## config.mk

```make
export PLATFORM = sky130hd
export DESIGN_NAME = weekly_alarm_timer_table_top
export DESIGN_NICKNAME = d
export VERILOG_FILES = /design/src/hw/rtl/watt_pkg.sv /design/src/hw/rtl/watt_divider.sv /design/src/hw/rtl/weekly_alarm_timer_table_top.sv
export SDC_FILE = /design/constraint.sdc
export NUM_CORES = 1
export LEC_CHECK = 0
export BUFFER_PORTS_ARGS = -buffer_cell sky130_fd_sc_hd__buf_2
export CAP_MARGIN = 20
export CORE_UTILIZATION = 35
export CTS_CLUSTER_DIAMETER = 30
export DETAILED_ROUTE_END_ITERATION = 8
export PLACE_DENSITY = 0.55
export REMOVE_ABC_BUFFERS = 1
export SKIP_LAST_GASP = 1
export SYNTH_ARGS = -nofsm -noshare
export SYNTH_HDL_FRONTEND = slang
export SYNTH_HIERARCHICAL = 1
export SYNTH_SLANG_ARGS = --single-unit
export TNS_END_PERCENT = 10
```

## constraint.sdc

```tcl
create_clock -name clk -period 9.7 [get_ports clk]
set_input_delay 1.455 -clock clk [delete_from_list [all_inputs] [get_ports clk]]
set_output_delay 1.455 -clock clk [all_outputs]
set_load 0.01 [all_outputs]
```

## src/hw/rtl/watt_pkg.sv

```systemverilog
`timescale 1ns / 1ps
package watt_pkg;
  localparam int TimerEntries = 8;
  localparam int TodW = 17;

  typedef enum logic [1:0] {
    FUNC_TICK = 2'd0,
    FUNC_SET  = 2'd1,
    FUNC_DEL  = 2'd2,
    FUNC_READ = 2'd3
  } func_t;

  typedef enum logic [1:0] {
    KIND_DONE  = 2'd0,
    KIND_FIRE  = 2'd1,
    KIND_READ  = 2'd2
  } kind_t;

  typedef enum logic [2:0] {
    ST_IDLE,
    ST_TIME,
    ST_SCAN,
    ST_DONE,
    ST_SPLIT
  } state_t;

  localparam logic [1:0] REG_WORK_MODE = 2'd0;
  localparam logic [1:0] REG_DEV_MASK  = 2'd1;
  localparam logic [1:0] REG_DEV_NUM   = 2'd2;
endpackage

```

## src/hw/rtl/watt_divider.sv

```systemverilog
`timescale 1ns / 1ps
// divider: splits a time of day into hours, minutes, seconds
// by repeated compare and subtract, one step per cycle
module watt_divider
  import watt_pkg::*;
(
  input  logic            clk,
  input  logic            rst,
  input  logic            go,
  input  logic [TodW-1:0] tod,
  output logic            done,
  output logic [4:0]      hrs,
  output logic [5:0]      mins,
  output logic [5:0]      secs
);
  logic [TodW-1:0] rem;
  logic [1:0]      phase;
  logic            run;

  // one subtract per cycle: hours first, then minutes
  always_ff @(posedge clk) begin
    if (rst) begin
      run <= 1'b0;
      done <= 1'b0;
    end else begin
      done <= 1'b0;
      if (go) begin
        run <= 1'b1;
        rem <= tod;
        hrs <= '0;
        mins <= '0;
        phase <= 2'd0;
      end else if (run) begin
        if (phase == 2'd0) begin
          if (rem >= TodW'(3600)) begin
            rem <= rem - TodW'(3600);
            hrs <= hrs + 5'd1;
          end else begin
            phase <= 2'd1;
          end
        end else begin
          if (rem >= TodW'(60)) begin
            rem <= rem - TodW'(60);
            mins <= mins + 6'd1;
          end else begin
            secs <= rem[5:0];
            run <= 1'b0;
            done <= 1'b1;
          end
        end
      end
    end
  end
endmodule

```

## src/hw/rtl/weekly_alarm_timer_table_top.sv

```systemverilog
`timescale 1ns / 1ps
// channel | signals                              | accepted when
// command | start, func, entry_index, fields     | start && !busy
// result  | valid, result_kind .. last           | every cycle valid is high
// config  | cfg_we, cfg_addr, cfg_data           | cfg_we high
// a tick keeps busy high through time compute, then each entry in turn through the
// shared compare unit, then completion; the scan is skipped if device mode is off
// set and delete keep busy high through time compute and completion; a read of an
// active entry runs the divider and keeps busy high until it has split the entry time
// reset is synchronous; the entry table comes up inactive
// results cannot be stalled; busy drops in the cycle the last result is shown
module weekly_alarm_timer_table_top
  import watt_pkg::*;
#(
  parameter int TIMER_ENTRIES = TimerEntries
) (
  input  logic        clk,
  input  logic        rst,
  input  logic        start,
  output logic        busy,
  input  logic        cfg_we,
  input  logic [1:0]  cfg_addr,
  input  logic [15:0] cfg_data,
  input  logic [1:0]  func,
  input  logic [3:0]  entry_index,
  input  logic [4:0]  hour,
  input  logic [5:0]  minute,
  input  logic [5:0]  second,
  input  logic [2:0]  weekday,
  input  logic [7:0]  day_mask,
  input  logic [7:0]  mode_mask,
  input  logic        is_action,
  input  logic [15:0] act_code,
  input  logic [15:0] act_arg_one,
  input  logic [31:0] act_arg_two,
  output logic        valid,
  output logic [1:0]  result_kind,
  output logic        error,
  output logic        out_is_action,
  output logic [15:0] out_act_code,
  output logic [15:0] out_arg_one,
  output logic [31:0] out_arg_two,
  output logic [4:0]  out_hour,
  output logic [5:0]  out_minute,
  output logic [5:0]  out_second,
  output logic [7:0]  out_day_mask,
  output logic [7:0]  out_mode_mask,
  output logic        last
);
  localparam int IW = (TIMER_ENTRIES > 1) ? $clog2(TIMER_ENTRIES) : 1;

  // configuration
  logic [2:0]  box_mode;
  logic [7:0]  dev_mask;
  always_ff @(posedge clk) begin
    if (rst) begin
      box_mode <= '0;
      dev_mask <= 8'hff;
    end else if (cfg_we) begin
      case (cfg_addr)
        REG_WORK_MODE: box_mode <= cfg_data[2:0];
        REG_DEV_MASK:  dev_mask <= cfg_data[7:0];
        // device number has no effect on any result
        REG_DEV_NUM:   ;
        default: ;
      endcase
    end
  end

  // entry table
  logic [TIMER_ENTRIES-1:0] act_v, exp_v;
  logic [TodW-1:0] tod_m [TIMER_ENTRIES];
  logic [7:0]  dm_m [TIMER_ENTRIES];
  logic [7:0]  mm_m [TIMER_ENTRIES];
  logic        ia_m [TIMER_ENTRIES];
  logic [15:0] ac_m [TIMER_ENTRIES];
  logic [15:0] a1_m [TIMER_ENTRIES];
  logic [31:0] a2_m [TIMER_ENTRIES];
  logic [TodW-1:0] prev_sod;

  // latched command
  state_t state, state_next;
  func_t  cfunc;
  logic [3:0] cidx;
  logic [2:0] cwd;
  logic [TodW-1:0] now;
  logic [5:0]  cmin, csec;
  logic [7:0]  cdm, cmm;
  logic        cia;
  logic [15:0] cac, ca1;
  logic [31:0] ca2;
  logic [IW:0] scan;
  logic        rollover;

  logic [IW-1:0] si;
  assign si = scan[IW-1:0];
  logic idx_ok;
  assign idx_ok = {1'b0, cidx} < 5'(TIMER_ENTRIES);
  logic [IW-1:0] ci;
  assign ci = cidx[IW-1:0];

  logic dv_go, dv_done;
  logic [4:0] dv_h;
  logic [5:0] dv_m, dv_s;
  watt_divider u_div (
    .clk(clk), .rst(rst), .go(dv_go), .tod(tod_m[ci]),
    .done(dv_done), .hrs(dv_h), .mins(dv_m), .secs(dv_s)
  );

  // shared compare unit: eligibility of the scanned entry
  logic dayb, fire;
  logic [TodW-1:0] diff;
  always_comb begin
    dayb = (cwd <= 3'd6) && dm_m[si][cwd];
    diff = now - tod_m[si];
    fire = act_v[si] && (rollover ? !dayb ? 1'b0 : 1'b1 : !exp_v[si])
      && mm_m[si][box_mode] && dayb && (tod_m[si] <= now) && (diff <= TodW'(5));
  end

  always_comb begin
    state_next = state;
    dv_go = 1'b0;
    case (state)
      ST_IDLE: if (start) state_next = ST_TIME;
      ST_TIME: begin
        if (cfunc == FUNC_TICK) state_next = dev_mask[box_mode] ? ST_SCAN : ST_DONE;
        else if (cfunc == FUNC_READ && idx_ok && act_v[ci]) begin
          state_next = ST_SPLIT;
          dv_go = 1'b1;
        end else state_next = ST_DONE;
      end
      ST_SCAN: if (scan == (IW+1)'(TIMER_ENTRIES - 1)) state_next = ST_DONE;
      ST_SPLIT: if (dv_done) state_next = ST_IDLE;
      ST_DONE: state_next = ST_IDLE;
      default: state_next = ST_IDLE;
    endcase
  end

  assign busy = (state != ST_IDLE);

  always_ff @(posedge clk) begin
    if (rst) state <= ST_IDLE;
    else state <= state_next;
  end

  // datapath and results
  always_ff @(posedge clk) begin
    if (rst) begin
      act_v <= '0;
      exp_v <= '0;
      prev_sod <= '0;
      valid <= 1'b0;
      scan <= '0;
      rollover <= 1'b0;
    end else begin
      valid <= 1'b0;
      case (state)
        ST_IDLE: if (start) begin
          cfunc <= func_t'(func); cidx <= entry_index; cwd <= weekday;
          cmin <= minute; csec <= second;
          cdm <= day_mask; cmm <= mode_mask; cia <= is_action;
          cac <= act_code; ca1 <= act_arg_one; ca2 <= act_arg_two;
          now <= TodW'(hour) * TodW'(3600);
        end
        ST_TIME: begin
          scan <= '0;
          error <= 1'b0;
          if (cfunc == FUNC_TICK) begin
            rollover <= (now + TodW'(cmin) * TodW'(60) + TodW'(csec) < prev_sod)
              && (now + TodW'(cmin) * TodW'(60) + TodW'(csec) < TodW'(10));
            now <= now + TodW'(cmin) * TodW'(60) + TodW'(csec);
            prev_sod <= now + TodW'(cmin) * TodW'(60) + TodW'(csec);
            if (!dev_mask[box_mode] && now + TodW'(cmin) * TodW'(60) + TodW'(csec)
                < prev_sod && now + TodW'(cmin) * TodW'(60) + TodW'(csec) < TodW'(10)) begin
              for (int k = 0; k < TIMER_ENTRIES; k++)
                if (act_v[k]) exp_v[k] <= !((cwd <= 3'd6) && dm_m[k][cwd]);
            end
          end else if (!idx_ok) begin
            error <= 1'b1;
          end else if (cfunc == FUNC_SET) begin
            tod_m[ci] <= now + TodW'(cmin) * TodW'(60) + TodW'(csec);
            dm_m[ci] <= cdm; mm_m[ci] <= cmm; ia_m[ci] <= cia;
            ac_m[ci] <= cac; a1_m[ci] <= ca1; a2_m[ci] <= ca2;
            act_v[ci] <= 1'b1; exp_v[ci] <= 1'b0;
          end else if (!act_v[ci]) begin
            error <= 1'b1;
          end else if (cfunc == FUNC_DEL) begin
            act_v[ci] <= 1'b0; exp_v[ci] <= 1'b0;
          end
        end
        ST_SCAN: begin
          scan <= scan + 1'b1;
          if (rollover && act_v[si]) exp_v[si] <= !dayb;
          if (fire) begin
            valid <= 1'b1; result_kind <= KIND_FIRE; last <= 1'b0;
            out_is_action <= ia_m[si]; out_act_code <= ac_m[si];
            out_arg_one <= a1_m[si]; out_arg_two <= ia_m[si] ? a2_m[si] : '0;
            out_hour <= '0; out_minute <= '0; out_second <= '0;
            out_day_mask <= '0; out_mode_mask <= '0;
            if (dm_m[si][7]) begin
              act_v[si] <= 1'b0; exp_v[si] <= 1'b0;
            end else exp_v[si] <= 1'b1;
          end
        end
        ST_SPLIT: if (dv_done) begin
          valid <= 1'b1; result_kind <= KIND_READ; last <= 1'b1;
          out_is_action <= ia_m[ci]; out_act_code <= ac_m[ci];
          out_arg_one <= a1_m[ci]; out_arg_two <= ia_m[ci] ? a2_m[ci] : '0;
          out_hour <= dv_h; out_minute <= dv_m; out_second <= dv_s;
          out_day_mask <= dm_m[ci]; out_mode_mask <= mm_m[ci];
        end
        ST_DONE: begin
          valid <= 1'b1; result_kind <= KIND_DONE; last <= 1'b1;
          out_is_action <= 1'b0; out_act_code <= '0; out_arg_one <= '0;
          out_arg_two <= '0; out_hour <= '0; out_minute <= '0; out_second <= '0;
          out_day_mask <= '0; out_mode_mask <= '0;
        end
        default: ;
      endcase
    end
  end

  // checks
  a_fire_no_err: assert property (@(posedge clk) disable iff (rst)
    valid && result_kind == KIND_FIRE |-> !error && !last) else $error("fire");
  a_busy_result: assert property (@(posedge clk) disable iff (rst)
    valid && last |-> $past(busy)) else $error("stray");
  a_idle_quiet: assert property (@(posedge clk) disable iff (rst)
    !$past(busy) |-> !valid) else $error("idle");
endmodule

```

==> After elaboration in Yosys (flattened, before gate mapping) <==
Memories as Yosys holds them, arrays and structs flattened. A register that Yosys moved wholly into a read port is not among the register bits.
Index checks and enable logic that the tools add are counted.
{ "op_classes": {"magnitude_cmp": 14, "n_reduce_logical": 69, "n_bitwise": 13, "n_mul": 2, "n_eq_ne": 34, "add_sub_neg": 8, "n_mux": 162} }
{ "op_table": {"columns": ["operator", "count"], "rows": [
  ["8-bit two-way mux", 21],
  ["32-bit two-way mux", 4],
  ["17-bit two-way mux", 7],
  ["16-bit case mux with 3 select lines", 2],
  ["32-bit case mux with 3 select lines", 1],
  ["3-bit two-way mux", 26],
  ["16-bit two-way mux", 4],
  ["1-bit two-way mux", 50],
  ["8-bit case mux with 3 select lines", 2],
  ["6-bit AND reduction", 8],
  ["1-bit binary-select mux with 3-bit select", 14],
  ["3-bit != test (second input constant)", 13],
  ["6-bit two-way mux", 6],
  ["6-bit case mux with 3 select lines", 2],
  ["17-bit case mux with 2 select lines", 1],
  ["8-bit AND", 4],
  ["8-bit case mux with 2 select lines", 2],
  ["5-bit two-way mux", 5],
  ["4-bit AND reduction", 6],
  ["1-bit logical AND", 22],
  ["2-bit != test (second input constant)", 9],
  ["17-bit by 12-bit adder with 17-bit output", 1],
  ["17-bit by 6-bit adder with 17-bit output", 1],
  ["17-bit by 12-bit greater-or-equal comparator with 1-bit output (second input constant)", 1],
  ["46 further kinds", 90]
]} }
{ "totals": {"input_bits": 129, "output_inout_bits": 104, "memories": 7, "mem_bits_rw": 784, "regBits": 312} }
{ "mem_list": {"columns": ["name", "words", "word_bits", "read_ports", "rd_ports_with_merged_regs", "write_ports", "line_no", "rtl"], "rows": [
  ["a2_m", 8, 32, 2, 2, 1, "weekly_alarm_timer_table_top.sv:78", "logic [31:0] a2_m [TIMER_ENTRIES];"],
  ["tod_m", 8, 17, 2, 2, 1, "weekly_alarm_timer_table_top.sv:72", "logic [TodW-1:0] tod_m [TIMER_ENTRIES];"],
  ["a1_m", 8, 16, 2, 2, 1, "weekly_alarm_timer_table_top.sv:77", "logic [15:0] a1_m [TIMER_ENTRIES];"],
  ["ac_m", 8, 16, 2, 2, 1, "weekly_alarm_timer_table_top.sv:76", "logic [15:0] ac_m [TIMER_ENTRIES];"],
  ["dm_m", 8, 8, 10, 2, 1, "weekly_alarm_timer_table_top.sv:73", "logic [7:0] dm_m [TIMER_ENTRIES];"],
  ["mm_m", 8, 8, 2, 2, 1, "weekly_alarm_timer_table_top.sv:74", "logic [7:0] mm_m [TIMER_ENTRIES];"],
  ["+1 memories", null, null, null, null, null, null, null]
]} }

==> Depth between registers and ports, before layout <==
Gate-level depths: netlist (run 1).
{ "logic_depth": {"ltp_word": 12, "depth_mapped": 31, "depth_no_buf": 30} }

==> Hierarchy <==
Netlist (run 1), hierarchy kept.
{ "modules_own_cells": {"columns": ["mod", "cells_each", "area_each_um2", "seq_area_each_um2", "instances"], "rows": [
  ["weekly_alarm_timer_table_top", 2811, 49575.0, 31360.1, 1],
  ["watt_divider", 183, 1991.9, 1091.0, 1]
]} }

==> Worst setup path after synthesis (run 1) <==
Ideal clock, no wire load.
{ "synth_timing": {"path_kind": "reg2reg", "start": "register (tool-made name)", "end": "register last (enable)", "n_path_buf": 7, "path_stages_with_launch": 23, "t_arrival_ps": 9382, "slack_ps": -244, "required_ps": 9138, "cell_sequence": "dfxtp_1 buf_6 buf_8 buf_8 buf_6 clkbuf_1 buf_1 buf_1 mux4_2 mux2_2 ha_1 inv_1 fa_1 a211oi_2 nor4_1 a2111oi_4 xnor2_1 or4_4 nor4_4 nand3_4 nand2_1 a22oi_1 nor2_1"} }
{ "synth_rtl": {"columns": ["item", "line_no", "rtl"], "rows": [
  ["to (signal assigned)", "weekly_alarm_timer_table_top.sv:195", "valid <= 1'b1; result_kind <= KIND_FIRE; last <= 1'b0;"],
  ["to (signal assigned)", "weekly_alarm_timer_table_top.sv:206", "valid <= 1'b1; result_kind <= KIND_READ; last <= 1'b1;"],
  ["to (signal assigned)", "weekly_alarm_timer_table_top.sv:213", "valid <= 1'b1; result_kind <= KIND_DONE; last <= 1'b1;"],
  ["to (decl)", "weekly_alarm_timer_table_top.sv:48", "output logic last"]
]} }

==> Worst setup path in the final report (run 1) <==
{ "layout_timing": {"start": "register cmin[0]", "end": "register exp_v[1]"} }
{ "layout_via": {"elab_chain_len": 8} }
{ "layout_lines": {"columns": ["item", "line_no", "rtl"], "rows": [
  ["from (decl)", "weekly_alarm_timer_table_top.sv:87", "logic [5:0] cmin, csec;"],
  ["from (signal assigned)", "weekly_alarm_timer_table_top.sv:160", "cmin <= minute; csec <= second;"],
  ["6-bit by 4-bit multiplier with 10-bit output *", "weekly_alarm_timer_table_top.sv:173, weekly_alarm_timer_table_top.sv:174", null],
  ["17-bit by 12-bit adder with 17-bit output *", "weekly_alarm_timer_table_top.sv:173, weekly_alarm_timer_table_top.sv:174", null],
  ["17-bit by 6-bit adder with 17-bit output *", "weekly_alarm_timer_table_top.sv:173, weekly_alarm_timer_table_top.sv:174", null],
  ["17-bit < comparator", "weekly_alarm_timer_table_top.sv:174", "< prev_sod && now + TodW'(cmin) * TodW'(60) + TodW'(csec) < TodW'(10)) begin"],
  ["1-bit logical AND", "weekly_alarm_timer_table_top.sv:173", "if (!dev_mask[box_mode] && now + TodW'(cmin) * TodW'(60) + TodW'(csec)"],
  ["1-bit logical AND *", "weekly_alarm_timer_table_top.sv:174", null],
  ["3-bit != test (no line) *", null, null],
  ["6-bit AND reduction (no line) *", null, null],
  ["to (signal, indexed assignment)", "weekly_alarm_timer_table_top.sv:176", "if (act_v[k]) exp_v[k] <= !((cwd <= 3'd6) && dm_m[k][cwd]);"],
  ["to (signal, indexed assignment)", "weekly_alarm_timer_table_top.sv:193", "if (rollover && act_v[si]) exp_v[si] <= !dayb;"],
  ["to (decl)", "weekly_alarm_timer_table_top.sv:71", "logic [TIMER_ENTRIES-1:0] act_v, exp_v;"]
]} }
Every way passes the cells marked *; elsewhere a longest branch is shown, timed or not.
A chain may end at the register's enable or synchronous reset.

==> metrics, run 1 <==
Worst Path Max Fanout 14; Pwr per Cell Area 249.1 nW/µm²; largest net degree at the start of global routing 110; Critical Path Source cmin[0]; final estimated routing congestion in global placement just under 0.9; Synth Area in Adders 0.03028; xor and xnor area share after synthesis 0.008153; Remaining Overflow, GRT 0; post-CTS resize count 0; clk slew on worst S/H paths ~0.05 ns; critical path's slowest cell fa_1; I/O pins ~230; PortBufs 224; Buffers & Inverters on Critical Path 1; Worst Max-Slew Pin Slew 1.057 ns; RSZ-0062 raised after global routing false; FFs w/ async S/R, synth 0; Synth Warn # 6; via count 29977; antenna cells 0; 1st-iter DRT viols 2236; cell row count 140; fmax ~120 MHz; TritonCTS Buffers 283; Synth Area in Compound Gates 0.04542; Max-Cap Viols 0; dpl hpwl approximately 76000 µm; Clock Root Buffer clkbuf_16; Final ANT Viol Nets 0; Fin. Hold Viols 0; Max clock buf depth 4; CTS tree yes; share of layout cells above drive strength 1 0.3281; DRC Markers 0; fin cells 5492; placed cell count 5004; H-tree Lvls 5; Post-synth EDFFs approximately 1000; CP delay by family, top adder cells; CP required about 10 ns; Critical Path Max Stage Delay 0.61 ns; Reg2Reg Depth 27; clock sink count 1101; crit path time final 8.232 ns; Seq/Total Area, Yosys 0.6293; Max Slew Vio Count 0; Final Power 15.92 mW; aggregate global-route resource usage 0.1848; crit-path most repeated cell ha_1; first-pass iteration count of the detailed router 7; post-placement cell area 54980 µm²; cts hold-fix bufs 0; worst hold start prev_sod[3]; Final period util 0.8486; pre-CTS setup slack 1.587 ns; setup ws final about 1.5 ns; Worst Path Arrival 8.96 ns; Startpoint Class register; Worst R2R Start cmin[0]; Worst Hold Depth 2; multiplexer area fraction after synthesis 0.2192; count of final setup violators 0; worst-skew pair later-pin latency between 0.8 and 0.9 ns; clock skew 0.08043 ns; Post-Syn Instances between 2000 and 3000; Layout Utilization 0.4379; Yosys reg bits 1101; Core ar. ~150000 µm²; largest family of logic cells by synthesized area multiplexers; Min Hold Slack 0.4521 ns; simple-gate portion of the synthesized area 0.04613; hold endpoint prev_sod[3]; WL/cell roughly 25 µm; Total Wirelength 137300 µm; Synth area leader edfxtp_1; synth unique cells 82; Avg Synthesized Cell Area 17.22 µm²; CP endpoint kind register; RR Endpoint exp_v[1]; chip width between 300 and 400 µm; VDD IR max ~0.00018 V; die height 385.8 µm; post-synthesis cell area just over 50000 µm²; vias per inst between 5 and 6; P_leak roughly 21 nW; area share of the largest cell type after synthesis 0.6056; P&R area growth vs syn 23.92%; status complete, no violations; Rel. slew slack 0.2956; Final nets around 3600; R2R setup slack 1.47 ns; Final Instance Area 63900 µm²; setup TNS 0 ns; first-pass GRT wire length 201700 µm; Initial Utilization 0.3534; initial antenna violation count 7; Die ar. around 150000 µm²; synth top area cells edfxtp_1 (61%), mux4_2 (17%), mux2i_1 (3.7%); vias in the first global route 31199; top_reg_cell synth edfxtp_1; min-delay worst type register to register; Post-CTS Setup Bufs 0; critical path class register to register
-- power by group --
group          internal [mW]  switching (mW)  leakage (nW)
sequential              5.45          0.0943          9.89
clock                   5.97            2.72          4.31
combinational          0.656            1.02          7.24
-- sequential cells by signal, indices dropped and copies added (netlist names), 17 cells and up, named ones only --
name	cells
a2_m	256
tod_m	136
a1_m	128
ac_m	128
dm_m	64
mm_m	64
ca2	32
out_arg_two	32
now	17
prev_sod	17
u_div/rem	17
-- routing by layer --
| layer | routed length (µm) | track usage | vias to the layer above |
|---|---|---|---|
| li1 | - | - | 13112 |
| met1 | 60110 | 0.2513 | 15552 |
| met2 | 64010 | 0.2883 | 1035 |
| met3 | 9338 | 0.04316 | 272 |
| met4 | 3830 | 0.06727 | 6 |
| met5 | 41 | 0 | - |
-- worst register-to-register path, stage by stage (launching register included) --
cell       delay (ns)
edfxtp_1         0.49
fa_1             0.62
fa_1             0.47
ha_1             0.29
a21o_1           0.16
a21oi_1          0.21
o21bai_1         0.09
a21oi_1          0.23
o21bai_1         0.09
a21oi_1          0.17
xnor2_1          0.17
ha_1             0.27
ha_1             0.33
a211oi_1         0.28
nand2_1          0.11
nor4_1           0.49
nor3_1           0.13
xnor2_1          0.53
inv_1            0.32
ha_1             0.37
nand4_1          0.12
a211oi_1         0.07
a2111oi_0        0.48
o2111ai_1        0.34
nor4_1           0.37
nor2_1           0.27
or4_1            0.57
o32ai_1          0.13
-- how the worst max path moves through the flow --
stage,slack (ns),to,cells past startpoint
2_1_floorplan,-6.25,last,15
3_3_place_gp,1.66,exp_v[1],27
3_5_place_dp,1.59,exp_v[3],27
4_1_cts,1.58,exp_v[6],27
5_1_grt,0.97,exp_v[3],30
6_report,1.47,exp_v[1],27
-- layout by cell type (no fill, tap or decap), types with 18 or more instances in the layout --
cell and n:
buf_2 224, ha_1 96, bufinv_16 21, nor2_1 106
a211oi_1 18, nand3_1 32, dfxtp_1 55, fa_1 18
xnor2_1 28, clkinv_2 45, mux2i_1 192, clkbuf_1 35
and3_1 25, nor2b_1 23, nand2_1 145, xor2_1 20
o21ai_0 73, nand3b_1 22, nor3_1 19, clkinv_1 37
inv_1 95, buf_4 39, mux4_2 399, a21oi_1 80
edfxtp_1 1040, clkbuf_16 290, mux2_2 35, o22ai_1 66
clkinvlp_4 25
-- Yosys cell counts (35+ instances only) --
master    number
ha_1          96
o21ai_0       73
a21oi_1       80
buf_1         49
mux2i_1      192
mux2_2        35
edfxtp_1    1040
nand2_1      147
inv_1         95
nor2_1       118
mux4_2       399
dfxtp_1       61
clkbuf_1     120
o22ai_1       66
-- logic make-up after synthesis --
kind of cell / Yosys count
AO/OA/AOI/OAI: 355
XOR/XNOR: 48
adder cells (fa/ha/maj): 114
buffers and inverters: 277
flip-flops: 1101
multiplexers: 626
AND/OR/NAND/NOR: 473
-- area by class of cell --
type | instances | area [µm²]
Sequential cell | 1101 | 32470
Inverter | 95 | 356.6
Tap cell | 1917 | 2399
Fill cell | 12784 | 82010
Timing Repair Buffer | 276 | 1682
Clock inverter | 159 | 1461
Multi-Input combinational cell | 1616 | 18100
Clock buffer | 328 | 7430
(Power assumes the default switching activity.)
==> run 2: changes to the inputs <==
- ABC_AREA: default -> 1
- clock period: 9.7 -> 7.4 ns (I/O delays scaled with it)
==> run 2 against run 1 <==
Against the previous run:
- synthesized cell count rose by 87%
- worst hold slack lost 0.072 ns
- largest power group unchanged
- wire length rose by 17%
- register-to-register slack worse by 0.68 ns
- critical path depth is 8 higher
- combinational power is 100% higher
- count of clock-buffer cells in the layout down 9
- fmax rose by 24%
- first-iteration DRC count increased by 63%
- critical endpoint is now exp_v[3]
- clock power up 36%
==> metrics, run 2 <==
Critical Path Max Stage Delay 0.49 ns; Final Power 22.69 mW; Max-Cap Viols 0; dpl hpwl 87180 µm; Worst Max-Slew Pin Slew 1.120 ns; placed cell count between 7000 and 8000; Buffers & Inverters on Critical Path 4; Internal Power approximately 17 mW; Worst Path Max Fanout 10; count leader, synth edfxtp_1; most frequent cells in the layout edfxtp_1 (1040), o21ai_0 (1033), nand2_1 (784); fin cells approximately 8000; worst-skew pair later-pin latency between 0.9 and 1 ns; Remaining Overflow, GRT 0; crit-path most repeated cell nand2_1; TritonCTS Buffers around 280; max reg flops between 200 and 300; crit path time final 6.615 ns; Psw 6.135 mW; Critical Path Source cmin[3]; CP delay by family, top adder cells; min-delay worst type primary input to register; area share of the largest cell type after synthesis 0.5754; setup ws final 0.7847 ns; Fin. Hold Viols 0; critical path's slowest cell fa_1; Core ar. 154000 µm²; vias in the first global route approximately 41000; FFs w/ async S/R, synth 0; initial antenna violation count 8; WL/cell approximately 20 µm; status complete, no violations; Max clock buf depth 4; cell row count approximately 140; largest net degree at the start of global routing 205; commonest non-fill, non-tap cell in the layout edfxtp_1; Synth Warn # 6; Layout Utilization 0.4312; Final period util 0.8940; Initial Utilization 0.3523; P&R area growth vs syn 22.40%; fmax 151.2 MHz; post-CTS resize count 0; CP Depth 35; Final ANT Viol Nets 0; CP endpoint kind register; share of layout cells above drive strength 1 0.1265; Die ar. 156600 µm²; RSZ-0062 raised after global routing false; aggregate global-route resource usage 0.1998; Clock Root Buffer clkbuf_16; I/O pins between 200 and 250; clock sink count 1101; RR Endpoint exp_v[3]; top_reg_cell synth edfxtp_1; first-pass iteration count of the detailed router 7; Post-Syn Instances 5585; worst setup path endpoint exp_v[3]; synth top area cells edfxtp_1 (58%), o21ai_0 (9.5%), nand2_1 (5.4%); Seq pwr share 0.330; top flop regs a2_m (256), tod_m (136); Rel. slew slack 0.2532; pre-CTS setup slack 0.7200 ns; Startpoint Class register; Seq/Total Area, Yosys 0.5979; via count approximately 43000; clock skew approximately 0.093 ns; PortBufs about 220; clk slew on worst S/H paths approximately 0.05 ns; Comb pwr share 0.150; 1st-iter DRT viols 3653; first-pass GRT wire length between 200000 and 250000 µm; Min Hold Slack between 0.3 and 0.4 ns; Post-synth EDFFs 1040; H-tree Lvls 5; synth unique cells 56; Worst R2R Start cmin[3]; largest reg by FF count a2_m; Total Wirelength roughly 160000 µm; final estimated routing congestion in global placement 0.8670; top post-synthesis cells by count edfxtp_1 (1040), o21ai_0 (1033), nand2_1 (784); Reg2Reg Depth 35; vias per inst 5.282; DRC Markers 0; Final nets 6044; P_leak 24.99 nW; Post-CTS Setup Bufs 0; CTS tree yes; post-synthesis cell area 54270 µm²; VDD IR max 0.0002482 V; Worst Hold Depth 1; Worst Path Arrival ~7.4 ns; Switching Fraction 0.2704; R2R setup slack 0.78 ns; count of final setup violators 0; critical path class register to register; Yosys reg bits 1101; Avg Synthesized Cell Area roughly 10 µm²; Synth area leader edfxtp_1; CP required 8.16 ns; cts hold-fix bufs 0; clock share of power 0.520; chip width 395.8 µm; Pwr per Cell Area 341.5 nW/µm²; die height around 400 µm; Max Slew Vio Count 0
[run 2: cell count changes after synthesis, sizes merged, moves of 184 or more]
cell   previous run  this run
mux4            399         0
mux2i           192         8
nand3            33       273
nand2           147       788
a21oi            80       460
nor2            118       492
inv              95       562
o21ai            76      1042
[run 2: metal layers]
metal / up-vias / GRT usage / share of wire
li1: 20172 / - / -
met1: 20272 / 0.2642 / 0.43
met2: 1666 / 0.3236 / 0.47
met3: 387 / 0.03456 / 0.068
met4: 8 / 0.08212 / 0.032
met5: - / 0 / 0.00036
[run 2: layout make-up]
| type | count | area, µm² |
|---|---|---|
| fill | 14450 | 87620 |
| sequential | 1101 | 32470 |
| multi-input combinational | 3564 | 18300 |
| clock buffer | 319 | 7407 |
| tap | 2044 | 2557 |
| inverter | 566 | 2140 |
| timing repair buffer | 286 | 1779 |
| clock inverter | 165 | 1769 |
| antenna | 2 | 5.005 |
[run 2: worst min path at each step]
stage                              start            end  slack, ns
after detailed placement    u_div/rem[0]  u_div/secs[0]       0.44
final                     act_arg_two[3]         ca2[3]       0.38
after global routing         day_mask[5]         cdm[5]       0.35
after global placement           scan[3]        scan[3]       0.44
after floorplan              dev_mask[0]    dev_mask[0]       0.42
after CTS                 act_arg_two[3]         ca2[3]       0.32
[run 2: logic make-up after synthesis]
kind of cell             share of synthesized area
AO/OA/AOI/OAI                               0.1769
buffers and inverters                      0.06653
XOR/XNOR                                  0.004519
AND/OR/NAND/NOR                             0.1239
adder cells (fa/ha/maj)                    0.02877
flip-flops                                  0.5979
multiplexers                              0.001475
[run 2: stage by stage]
| step | cell area, µm² | setup TNS, ns |
|---|---|---|
| final | 66430 | 0 |
| after global routing | 66430 | 0 |
| after CTS | 66390 | 0 |
| after detailed placement | 57220 | 0 |
| after global placement | 57220 | 0 |
| after floorplan | 52790 | -2720.97 |
[run 2: power groups by stage]
stage | clock network [mW] | logic (mW) | registers, mW
finish | 11.8 | 3.40 | 7.48
global placement | 0 | 3.32 | 7.58
floorplan | 0 | 2.22 | 7.72
global route | 12.3 | 3.84 | 7.50
detailed placement | 0 | 3.38 | 7.58
CTS | 12.0 | 3.39 | 7.48
